`src/hdl/rgb_sharpen_3x3_filter_macros.svh`:
```
// assertion macros shared by the sharpen filter rtl
`ifndef RGB_SHARPEN_3X3_FILTER_MACROS_SVH
`define RGB_SHARPEN_3X3_FILTER_MACROS_SVH

// same-cycle implication, checked out of reset
`define RSF_ASSERT_IMPL(lbl, ante, cons, msg) \
  lbl: assert property (@(posedge clk) disable iff (!rst_n) (ante) |-> (cons)) else $error(msg);

// next-cycle implication, checked out of reset
`define RSF_ASSERT_NEXT(lbl, ante, cons, msg) \
  lbl: assert property (@(posedge clk) disable iff (!rst_n) (ante) |=> (cons)) else $error(msg);

`endif

```
`src/hdl/rsf_pkg.sv`:
```
// types and constants of the rgb sharpen filter
`timescale 1ns / 1ps
`default_nettype none
package rsf_pkg;

  localparam int MAX_WIDTH  = 2048;
  localparam int COL_W      = $clog2(MAX_WIDTH);
  localparam int WIDTH_W    = 12;
  localparam int HEIGHT_W   = 16;
  localparam int CFG_IDX_W  = 1;
  localparam int CFG_DATA_W = 16;
  localparam int CHAN_W     = 8;

  localparam logic [WIDTH_W-1:0]  WIDTH_RESET  = WIDTH_W'(1024);
  localparam logic [HEIGHT_W-1:0] HEIGHT_RESET = HEIGHT_W'(768);
  localparam logic [WIDTH_W-1:0]  WIDTH_MIN    = WIDTH_W'(3);
  localparam logic [WIDTH_W-1:0]  WIDTH_MAX    = WIDTH_W'(MAX_WIDTH);
  localparam logic [HEIGHT_W-1:0] HEIGHT_MIN   = HEIGHT_W'(3);

  // register indexes
  localparam logic [CFG_IDX_W-1:0] CFG_IMAGE_WIDTH  = CFG_IDX_W'(0);
  localparam logic [CFG_IDX_W-1:0] CFG_IMAGE_HEIGHT = CFG_IDX_W'(1);

  typedef struct packed {
    logic [CHAN_W-1:0] red_in;
    logic [CHAN_W-1:0] green_in;
    logic [CHAN_W-1:0] blue_in;
  } rsf_in_t;

  typedef struct packed {
    logic [CHAN_W-1:0]   red_out;
    logic [CHAN_W-1:0]   green_out;
    logic [CHAN_W-1:0]   blue_out;
    logic [COL_W-1:0]    out_column;
    logic [HEIGHT_W-1:0] out_row;
    logic                last_pixel;
  } rsf_out_t;

  typedef struct packed {
    logic [CHAN_W-1:0] blue;
    logic [CHAN_W-1:0] green;
    logic [CHAN_W-1:0] red;
  } rsf_pix_t;

  // one line store entry: the two rows above the incoming pixel
  typedef struct packed {
    rsf_pix_t upper;
    rsf_pix_t middle;
  } rsf_line_t;

  // position info riding along with a pixel
  typedef struct packed {
    logic                emit;
    logic                last;
    logic [COL_W-1:0]    column;
    logic [HEIGHT_W-1:0] row;
  } rsf_meta_t;

endpackage
`default_nettype wire

```
`src/hdl/rsf_lane.sv`:
```
// one color lane: sharpen kernel on a cross of five samples, clamped
`timescale 1ns / 1ps
`default_nettype none
module rsf_lane
  import rsf_pkg::*;
(
  input  wire logic [CHAN_W-1:0] center,
  input  wire logic [CHAN_W-1:0] up,
  input  wire logic [CHAN_W-1:0] down,
  input  wire logic [CHAN_W-1:0] left,
  input  wire logic [CHAN_W-1:0] right,
  output logic      [CHAN_W-1:0] result
);

  logic signed [CHAN_W+3:0] sum;

  always_comb begin
    // 5 * center as (center << 2) + center
    sum = signed'({2'b00, center, 2'b00}) + signed'({4'b0000, center})
        - signed'({4'b0000, up}) - signed'({4'b0000, down})
        - signed'({4'b0000, left}) - signed'({4'b0000, right});
    if (sum[CHAN_W+3]) begin
      result = '0;
    end else if (|sum[CHAN_W+2:CHAN_W]) begin
      result = '1;
    end else begin
      result = sum[CHAN_W-1:0];
    end
  end

endmodule
`default_nettype wire

```
`config.mk`:
```
export PLATFORM = sky130hd
export DESIGN_NAME = rsf_lane
export DESIGN_NICKNAME = d
export VERILOG_FILES = /design/src/hdl/rgb_sharpen_3x3_filter_macros.svh /design/src/hdl/rsf_pkg.sv /design/src/hdl/rsf_lane.sv
export SDC_FILE = /design/constraint.sdc
export NUM_CORES = 1
export LEC_CHECK = 0
export CAP_MARGIN = 10
export CORE_AREA = 10 10 65 54
export DETAILED_ROUTE_END_ITERATION = 7
export DIE_AREA = 0 0 75 64
export DONT_BUFFER_PORTS = 1
export GPL_ROUTABILITY_DRIVEN = 0
export GPL_TIMING_DRIVEN = 1
export PLACE_DENSITY = 0.75
export SLEW_MARGIN = 20
export SYNTH_ARGS = -nofsm -noshare
export SYNTH_HDL_FRONTEND = slang
export SYNTH_SLANG_ARGS = --single-unit
```
`constraint.sdc`:
```
create_clock -name vclk -period 5.9
set_input_delay 0.59 -clock vclk [all_inputs]
set_output_delay 0.59 -clock vclk [all_outputs]
set_load 0.01 [all_outputs]
```
* Word-level counts from Yosys, hierarchy flattened
Cells that the tools add are included.
** Storage, ports and cells
- Flip-flop bits (word level) :: 0
- Input bits :: 40
- Output and inout bits :: 8
** Operators by class
- Add/subtract/negate cells :: 5
- Mux-type cells :: 2
- Reduce and logical (&&, ||, !) cells :: 1
** Operators with widths (count)
- $sub 12x9->12 :: 3
- $mux 8 :: 2
- $sub 11x8->12 :: 1
- $add 10x8->11 :: 1
- $reduce_or 3->1 :: 1

* Logic depth before layout (Yosys ltp)
Gate-level depths: netlist (run 1).
- Depth after elaboration :: 8
- Depth in mapped cells :: 14

* Least setup slack after synthesis (run 1)
OpenSTA, ideal clock, no wires.
- Path kind :: input to output
- From :: input up[1]
- To :: output result[0]
- Arrival :: 3.897 ns
- Data required time :: 5.310 ns
- Setup slack :: 1.413 ns
- Cell stages on the path :: 13
- Buffers on the path :: 0
- Path through :: inv_1 fa_1 fa_1 inv_1 fa_1 inv_1 fa_1 a211oi_2 o21ai_2 a221oi_2 xnor2_1 nor3_4 a21oi_1
** Between the ends
- Cells in the longest elaborated chain, start to end :: 7
** Ends and longest elaborated chain
- from (decl) :: line rsf_lane.sv:8 : input wire logic [CHAN_W-1:0] up,
- $sub 11x8->12 (*) :: line rsf_lane.sv:20 : - signed'({4'b0000, up}) - signed'({4'b0000, down})
- $sub 12x9->12 (*) :: line rsf_lane.sv:20
- $sub 12x9->12 (*) (2 in a row) :: line rsf_lane.sv:21 : - signed'({4'b0000, left}) - signed'({4'b0000, right});
- $reduce_or 3->1 :: line rsf_lane.sv:24 : end else if (|sum[CHAN_W+2:CHAN_W]) begin
- $mux 8 :: line rsf_lane.sv:24
- $mux 8 (*) :: line rsf_lane.sv:22 : if (sum[CHAN_W+3]) begin
- to (decl) :: line rsf_lane.sv:12 : output logic [CHAN_W-1:0] result
Every way passes the cells marked *; elsewhere a longest branch is shown, timed or not.

* Worst setup path after layout (run 1)
- From :: input up[1]
- To :: output result[6]
The elaborated chain is that of the path after synthesis.

==> results of run 1 <==
[layout by cell type (no fill, tap or decap)]
| master | n |
|---|---|
| inv_1 | 69 |
| fa_1 | 30 |
| a21oi_1 | 16 |
| ha_1 | 15 |
| xnor2_1 | 9 |
| nand2_1 | 4 |
| a21o_1 | 3 |
| nand3_1 | 3 |
| o211ai_1 | 2 |
| nor2_1 | 2 |
| o21ai_0 | 2 |
| xor2_1 | 2 |
| mux2i_1 | 1 |
| a211oi_2 | 1 |
| o21ai_2 | 1 |
| o21a_1 | 1 |
| o22ai_1 | 1 |
| a221oi_2 | 1 |
| o21bai_1 | 1 |
| nor3_4 | 1 |
| a31oi_1 | 1 |
[worst max path at each step]
stage                           end  slack [ns]  cells after the start
after floorplan           result[0]        1.41                     13
after global placement    result[0]        1.27                     13
after detailed placement  result[6]        1.23                     14
after CTS                 result[6]        1.19                     13
after global routing      result[4]        0.90                     13
final                     result[6]        1.20                     13
[cell usage after synthesis, types with 2 or more instances]
library cell  count
o211ai_1          2
nand3_1           3
a21o_1            3
nand2_1           4
xor2_1            2
fa_1             30
o21ai_0           2
nor2_1            2
xnor2_1           9
a21oi_1          16
ha_1             15
inv_1            69
[report_power, final]
group	switching (mW)	internal, mW
clock	0	0
sequential	0	0
combinational	0.349	0.242
[per-stage QoR]
step | hold slack, ns | cells | util [%] | total power, mW | cell area (um2)
CTS | 1.55 | 191 | 64.0 | 0.595 | 1430
detailed placement | 1.55 | 191 | 64.0 | 0.588 | 1430
global route | 1.57 | 191 | 64.0 | 0.678 | 1430
global placement | 1.55 | 191 | 64.0 | 0.574 | 1430
floorplan | 1.51 | 166 | - | 0.489 | 1400
finish | 1.55 | 191 | 64.0 | 0.590 | 1430
[layout make-up]
class / count / area (um2) / area share, %
multi-input cells: 97 / 1140 / 79.7
inverters: 69 / 259 / 18.1
well taps: 25 / 31.3 / 2.19
[logic make-up (layout without fill, tap and decap cells)]
logic type | Yosys count | count (layout)
AND/OR/NAND/NOR | 10 | 10
AO/OA/AOI/OAI | 30 | 30
multiplexers | 1 | 1
adder cells (fa/ha/maj) | 45 | 45
buffers and inverters | 69 | 69
XOR/XNOR | 11 | 11
[worst min-delay path, delay by kind of cell]
family          cells  cell delay, ns
compound gates      1            0.10
fa+ha+maj           1            0.22
buf+inv             1            0.05
[routing by layer]
metal | GRT usage [%] | share of wire, %
met3 | 2.62 | 9.1
met2 | 21.4 | 49
met4 | 0 | 0
met1 | 15.6 | 42
met5 | 0 | 0
==> metrics.md, run 1 <==
| Metric | Value |
|---|---|
| Outcome | `finished, final reports clean` |
| Largest family of logic cells by synthesized area | `adder cells` |
| Total core area | `roughly 2200 um2` |
| Final Critical Period | `4.70 ns` |
| Min-delay src | `center[0]` |
| Routed len/inst | `14.1 um` |
| Leading post-synthesis cells by cell area | `fa_1 (43%), inv_1 (19%), ha_1 (13%), a21oi_1 (5.7%), xnor2_1 (5.6%)` |
| RSZ-0062 raised after global routing | `false` |
| Grt total ovfl | `0` |
| Die X | `approximately 75 um` |
| Compound-Gate Fraction of Synth Area | `a little over an eighth` |
| Nets@finish | `253` |
| CP delay by family, top | `adder cells` |
| Yosys top cell by area | `fa_1` |
| Fillers | `201` |
| Drt first pass iters | `4` |
| Register area share after synthesis | `0%` |
| Max-slew headroom | `66.0%` |
| Worst Path Required | `5.31 ns` |
| Routed Antenna Nets | `0` |
| Synth cell types | `21` |
| VDD IR max | `0.339 mV` |
| Post-CTS Setup Inserts | `0` |
| Bufs and invs on worst path | `3` |
| Initial antenna violation count | `0` |
| HP Class | `in2out` |
| Layout cells sized above 1 | `under 10%` |
| Synth Area in Simple Gates | `3.85%` |
| Vias in the first global route | `1146` |
| FF+latch area | `0 um2` |
| Setup TNS | `0 ns` |
| Die area | `~4800 um2` |
| Synthesized area per cell | `8.43 um2` |
| PD cells | `413 nW/um2` |
| Mux share of post-synthesis cell area | `0.716%` |
| Cell Area, Synth | `1400 um2` |
| Final setup violation count | `0` |
| Synth warn | `0` |
| Die height | `64 um` |
| Clk_buf instances | `0` |
| Final hold vios | `0` |
| # IOs | `48` |
| Max FO, Critical Path | `8` |
| Syn_nets | `251` |
| Pleak | `between 0.8 and 0.9 nW` |
| Crit. Startpoint | `up[1]` |
| Hold Buf Count CTS | `0` |
| Worst Tran Pin Value | `0.510 ns` |
| Crit end category | `primary output` |
| Post-CTS Resized | `0` |
| Pin count of the biggest net entering global routing | `9` |
| Post-detail-place hpwl | `2630 um` |
| Syn Inst Count | `166` |
| PnR worst setup slack | `1.20 ns` |
| Fin crit share | `79.6%` |
| Seq_cells | `0` |
| Max-slew violations | `0` |
| First-pass GRT wire length | `between 4000 and 5000 um` |
| I/O Buffers | `0` |
| Initial DRC Count | `26` |
| Inserted Diodes | `0` |
| Initial Util | `62.6%` |
| Startpoint types | `input port` |
| Crit Path Category | `in2out` |
| Row Count | `15` |
| Critical path, cell by cell | `inv_1 -> fa_1 -> fa_1 -> inv_1 -> fa_1 -> inv_1 -> ha_1 -> a21oi_1 -> o211ai_1 -> a31oi_1 -> o21ai_0 -> a21oi_1 -> a21oi_1` |
| Yosys top cell area share | `42.9%` |
| Crit-path slowest cell | `fa_1` |
| Post-Route WL | `2680 um` |
| Arrival time at the worst endpoint | `4.11 ns` |
| # Max-Cap Violations | `0` |
| Pre-CTS WS | `about 1.2 ns` |
| DRC errors left | `0` |
| Achievable frequency | `213 MHz` |
| CP max stage delay | `roughly 0.55 ns` |
| Via count | `994` |
| GRT Util Overall | `12.1%` |
| Synth-to-Final Area Change | `2.24%` |
| XOR/XNOR share of the synthesized area | `6.89%` |
| Adder-cell share of the synthesized area | `between 50% and 60%` |
| Via density | `5.20` |
| Worst hold stages | `3` |
| Endpoint, Worst Hold | `result[0]` |
(Power assumes the default switching activity.)
==> run 2: changes to the inputs <==
- CORE_AREA: 10 10 65 54 -> 10 10 66 55
- DIE_AREA: 0 0 75 64 -> 0 0 76 65
- clock period: 5.9 -> 3.8 ns (I/O delays scaled with it)
==> run 2 against run 1 <==
The run now ends with negative setup slack left. Non-clock buffer count grew 18. Flip-flop and latch count is the same. Combinational power grew to 2.6 times the previous value. Global-route usage shrank 0.14 points. Core utilization grew 9.6 points. Wire length grew 15%. Final cell count grew 15%. Setup slack lost 1.4 ns.
==> metrics.md, run 2 (synthesized netlist as in run 1, its figures left out) <==
| Metric | Value |
|---|---|
| # Max-Cap Violations | `0` |
| PnR worst setup slack | `-0.199 ns` |
| RSZ-0062 raised after global routing | `true` |
| Initial Util | `roughly 58%` |
| Worst hold stages | `3` |
| Worst Tran Pin Value | `0.318 ns` |
| M1 wire length | `1290 um` |
| FF+latch area | `0 um2` |
| DR WL met2 | `1590 um` |
| Die area | `4940 um2` |
| Hold Buf Count CTS | `0` |
| Arrival time at the worst endpoint | `3.62 ns` |
| Vias in the first global route | `between 1000 and 1500` |
| Final hold vios | `0` |
| Commonest non-fill, non-tap cell in the layout | `inv_1` |
| GRT Util Overall | `12.0%` |
| Post-layout util | `73.6%` |
| Achievable frequency | `around 250 MHz` |
| Max-slew violations | `0` |
| Critical path, cell by cell | `inv_8 -> fa_1 -> fa_1 -> inv_1 -> fa_1 -> inv_2 -> fa_2 -> a211oi_2 -> o21ai_2 -> a221oi_2 -> xnor2_1 -> nor3_4 -> buf_12 -> a21oi_4` |
| Placed instance area | `1630 um2` |
| Layout cells sized above 1 | `25.0%` |
| Crit-path slowest cell | `fa_1` |
| Die X | `around 76 um` |
| Finished Layout Cells | `220` |
| Synth-to-Final Area Change | `27.5%` |
| Final setup violation count | `8` |
| Initial antenna violation count | `0` |
| Final Critical Period | `4.00 ns` |
| Max-slew headroom | `78.7%` |
| CP max stage delay | `around 0.5 ns` |
| Cell area after layout | `1780 um2` |
| Failing checks | `negative setup slack` |
| Row Count | `16` |
| Clk_buf instances | `0` |
| Worst Path Required | `3.42 ns` |
| Hold WS | `1.10 ns` |
| VDD IR max | `approximately 0.75 mV` |
| Total core area | `about 2400 um2` |
| Pin count of the biggest net entering global routing | `9` |
| Crit Path Category | `in2out` |
| Most frequent cells in the layout | `inv_1 (64), fa_1 (28), buf_4 (16)` |
| DRC errors left | `0` |
| CP delay by family, top | `adder cells` |
| Post-Route WL | `3100 um` |
| Routed len/inst | `approximately 14 um` |
| Die height | `65 um` |
| Nets@finish | `about 270` |
| Outcome | `complete, but fails checks` |
| Highest routed metal layer | `met4` |
| Drt first pass iters | `4` |
| Via density | `4.92` |
| # IOs | `48` |
| Crit end category | `primary output` |
| Startpoint types | `input port` |
| HP Class | `in2out` |
| Via count | `1083` |
| Max FO, Critical Path | `8` |
| First-pass GRT wire length | `5200 um` |
| Grt total ovfl | `0` |
| Pleak | `0.938 nW` |
| Total chip power | `1.51 mW` |
| CP dominant cell by count | `fa_1` |
| Seq_cells | `0` |
| Fin crit share | `105%` |
| Routed Antenna Nets | `0` |
| Post-detail-place hpwl | `2800 um` |
| Inserted Diodes | `0` |
| # placed instances | `215` |
| Bufs and invs on worst path | `4` |
| WP depth | `14` |
| Fillers | `~170` |
| WL met3 | `194 um` |
| Initial DRC Count | `21` |
| PD cells | `849 nW/um2` |
| I/O Buffers | `0` |
==> run 2: path summary, 6_finish.rpt <==
| check | slack [ns] | to | from |
|---|---|---|---|
| worst max-delay path | -0.20 | result[1] | left[1] |
| worst min-delay path | 1.10 | result[0] | center[0] |
==> run 2: routing by layer <==
metal  vias to the layer above  global-route usage [%]
li1                        526                       -
met1                       524                    14.2
met2                        31                    22.5
met3                         2                    2.89
met4                         0                   0.708
met5                         -                       0
==> run 2: area by class of cell <==
class	instances	area (um2)	area share, %
Multi-Input combinational cell	97	1310	73.5
Inverter	69	267	14.9
Tap cell	36	45.0	2.53
Timing Repair Buffer	18	160	8.98
==> run 2: timing repair <==
| action | CTS | global route |
|---|---|---|
| hold endpoints to repair | 0 | 0 |
| buffers inserted | 1 | 4 |
| resized for setup | 9 | 8 |
| pin swaps | 2 | 9 |
| setup endpoints to repair | 8 | 8 |
==> run 2: power by group <==
part / switching [mW] / total, mW / internal, mW
sequential: 0 / 0 / 0
combinational: 0.805 / 1.51 / 0.708
clock: 0 / 0 / 0
==> run 2: tightest hold or removal path: stages <==
cell	delay, ns
ha_1	0.11
inv_1	0.06
a21oi_4	0.17
==> run 2: per-stage QoR <==
step | setup WS [ns] | setup TNS (ns)
3_5_place_dp | -0.301 | -2.37
6_report | -0.199 | -1.55
5_1_grt | -0.316 | -2.47
2_1_floorplan | -0.0895 | -0.716
3_3_place_gp | -0.208 | -1.66
4_1_cts | -0.258 | -2.05
==> run 3: changes to the inputs <==
- CELL_PAD_IN_SITES_DETAIL_PLACEMENT: not set -> 0
- CELL_PAD_IN_SITES_GLOBAL_PLACEMENT: not set -> 2
- CORE_AREA: 10 10 66 55 -> 10 10 84 68
- DIE_AREA: 0 0 76 65 -> 0 0 94 78
- PLACE_DENSITY: 0.75 -> 0.76
==> run 3 against run 2 <==
Setup slack better by 0.052 ns. Via count is 2.4% lower. Design area decreased by 1.1%. Clock-buffer cell count stayed put. Global-route usage down 3.4 points. The flow still finishes with violations (negative setup slack).
==> metrics.md, run 3 (synthesized netlist as in run 1, its figures left out) <==
| Metric | Value |
|---|---|
| Via count | `1057` |
| Crit Path Category | `in2out` |
| Total core area | `approximately 4200 um2` |
| Hold Buf Count CTS | `0` |
| Startpoint types | `input port` |
| Via density | `approximately 4.5` |
| Arrival time at the worst endpoint | `around 3.6 ns` |
| Post-Route WL | `slightly above 3000 um` |
| Die height | `78 um` |
| Seq_cells | `0` |
| Most frequent cells in the layout | `inv_1 (65), fa_1 (28), buf_4 (12)` |
| Outcome | `complete, but fails checks` |
| Hold WS | `between 1 and 1.5 ns` |
| # IOs | `48` |
| Initial DRC Count | `27` |
| Pin count of the biggest net entering global routing | `9` |
| Crit end category | `primary output` |
| GRT Util Overall | `8.56%` |
| Max-slew headroom | `79.8%` |
| Final hold vios | `0` |
| HP Class | `in2out` |
| Initial Util | `33.3%` |
| Layout cells sized above 1 | `21.7%` |
| Routed Antenna Nets | `0` |
| Cell area after layout | `1760 um2` |
| Clk_buf instances | `0` |
| First-pass GRT wire length | `approximately 5400 um` |
| Commonest non-fill, non-tap cell in the layout | `inv_1` |
| Drt first pass iters | `4` |
| Nets@finish | `267` |
| Worst Path Required | `3.42 ns` |
| Pleak | `between 0.9 and 1 nW` |
| Fin crit share | `104%` |
| Grt total ovfl | `0` |
| PD cells | `797 nW/um2` |
| RSZ-0062 raised after global routing | `true` |
| I/O Buffers | `0` |
| Max-slew violations | `0` |
| Routed len/inst | `12.9 um` |
| PnR worst setup slack | `-0.147 ns` |
| Die X | `94 um` |
| # Max-Cap Violations | `0` |
| Synth-to-Final Area Change | `26.1%` |
| Placed instance area | `about 1600 um2` |
| Failing checks | `negative setup slack` |
| Max FO, Critical Path | `8` |
| DRC errors left | `0` |
| Final Critical Period | `3.95 ns` |
| VDD IR max | `approximately 0.33 mV` |
| FF+latch area | `0 um2` |
| Final setup violation count | `8` |
| Row Count | `21` |
| Achievable frequency | `253 MHz` |
| Inserted Diodes | `0` |
| Total chip power | `around 1.4 mW` |
| Fillers | `439` |
| Worst Tran Pin Value | `0.301 ns` |
| Post-detail-place hpwl | `between 2000 and 3000 um` |
| Die area | `between 7000 and 8000 um2` |
| Initial antenna violation count | `0` |
| Vias in the first global route | `1215` |
-- run 3: path summary, 6_finish.rpt --
path / from / end / slack (ns) / cells past startpoint
setup / recovery: left[1] / result[6] / -0.15 / 14
hold / removal: center[0] / result[0] / 1.12 / 3
-- run 3: routing by layer --
metal	global-route usage, %	part of all wire (%)	vias to the layer above
met5	0	0	-
met3	2.40	8.3	2
met4	0.455	0.46	0
met1	9.58	38	512
li1	-	-	519
met2	16.3	54	24
-- run 3: final cells by class --
class | instances | area, um2 | share of cell area, %
inverter | 69 | 267 | 15.1
multi-input combinational | 97 | 1300 | 73.5
timing repair buffer | 14 | 130 | 7.38
tap | 57 | 71.3 | 4.04
-- run 3: worst max-delay path: stages --
cell and delay [ns]:
inv_8 0.01, fa_1 0.48, fa_1 0.49, inv_1 0.05, fa_1 0.49, inv_2 0.05, fa_2 0.36, a211oi_2 0.21
o21ai_2 0.11, a221oi_2 0.29, xnor2_1 0.21, nor3_4 0.08, buf_12 0.16, a21oi_4 0.16
-- run 3: timing repair --
item	CTS	global route
endpoints found under the setup margin	8	8
cloned	0	0
pin swaps	11	1
resized for setup	12	2
setup buffers	2	1
-- run 3: stage by stage --
stage	setup slack, ns	instances	TNS (ns)	util, %
2_1_floorplan	-0.0895	166	-0.716	-
3_3_place_gp	-0.220	234	-1.67	38.9
3_5_place_dp	-0.326	234	-2.48	38.9
4_1_cts	-0.181	236	-1.33	41.5
5_1_grt	-0.350	237	-2.76	42.0
6_report	-0.147	237	-1.16	42.0
-- run 3: power breakdown --
group	internal [mW]	total, mW	switching (mW)
Sequential	0	0	0
Clock	0	0	0
Combinational	0.646	1.41	0.760
Total	0.646	1.41	0.760
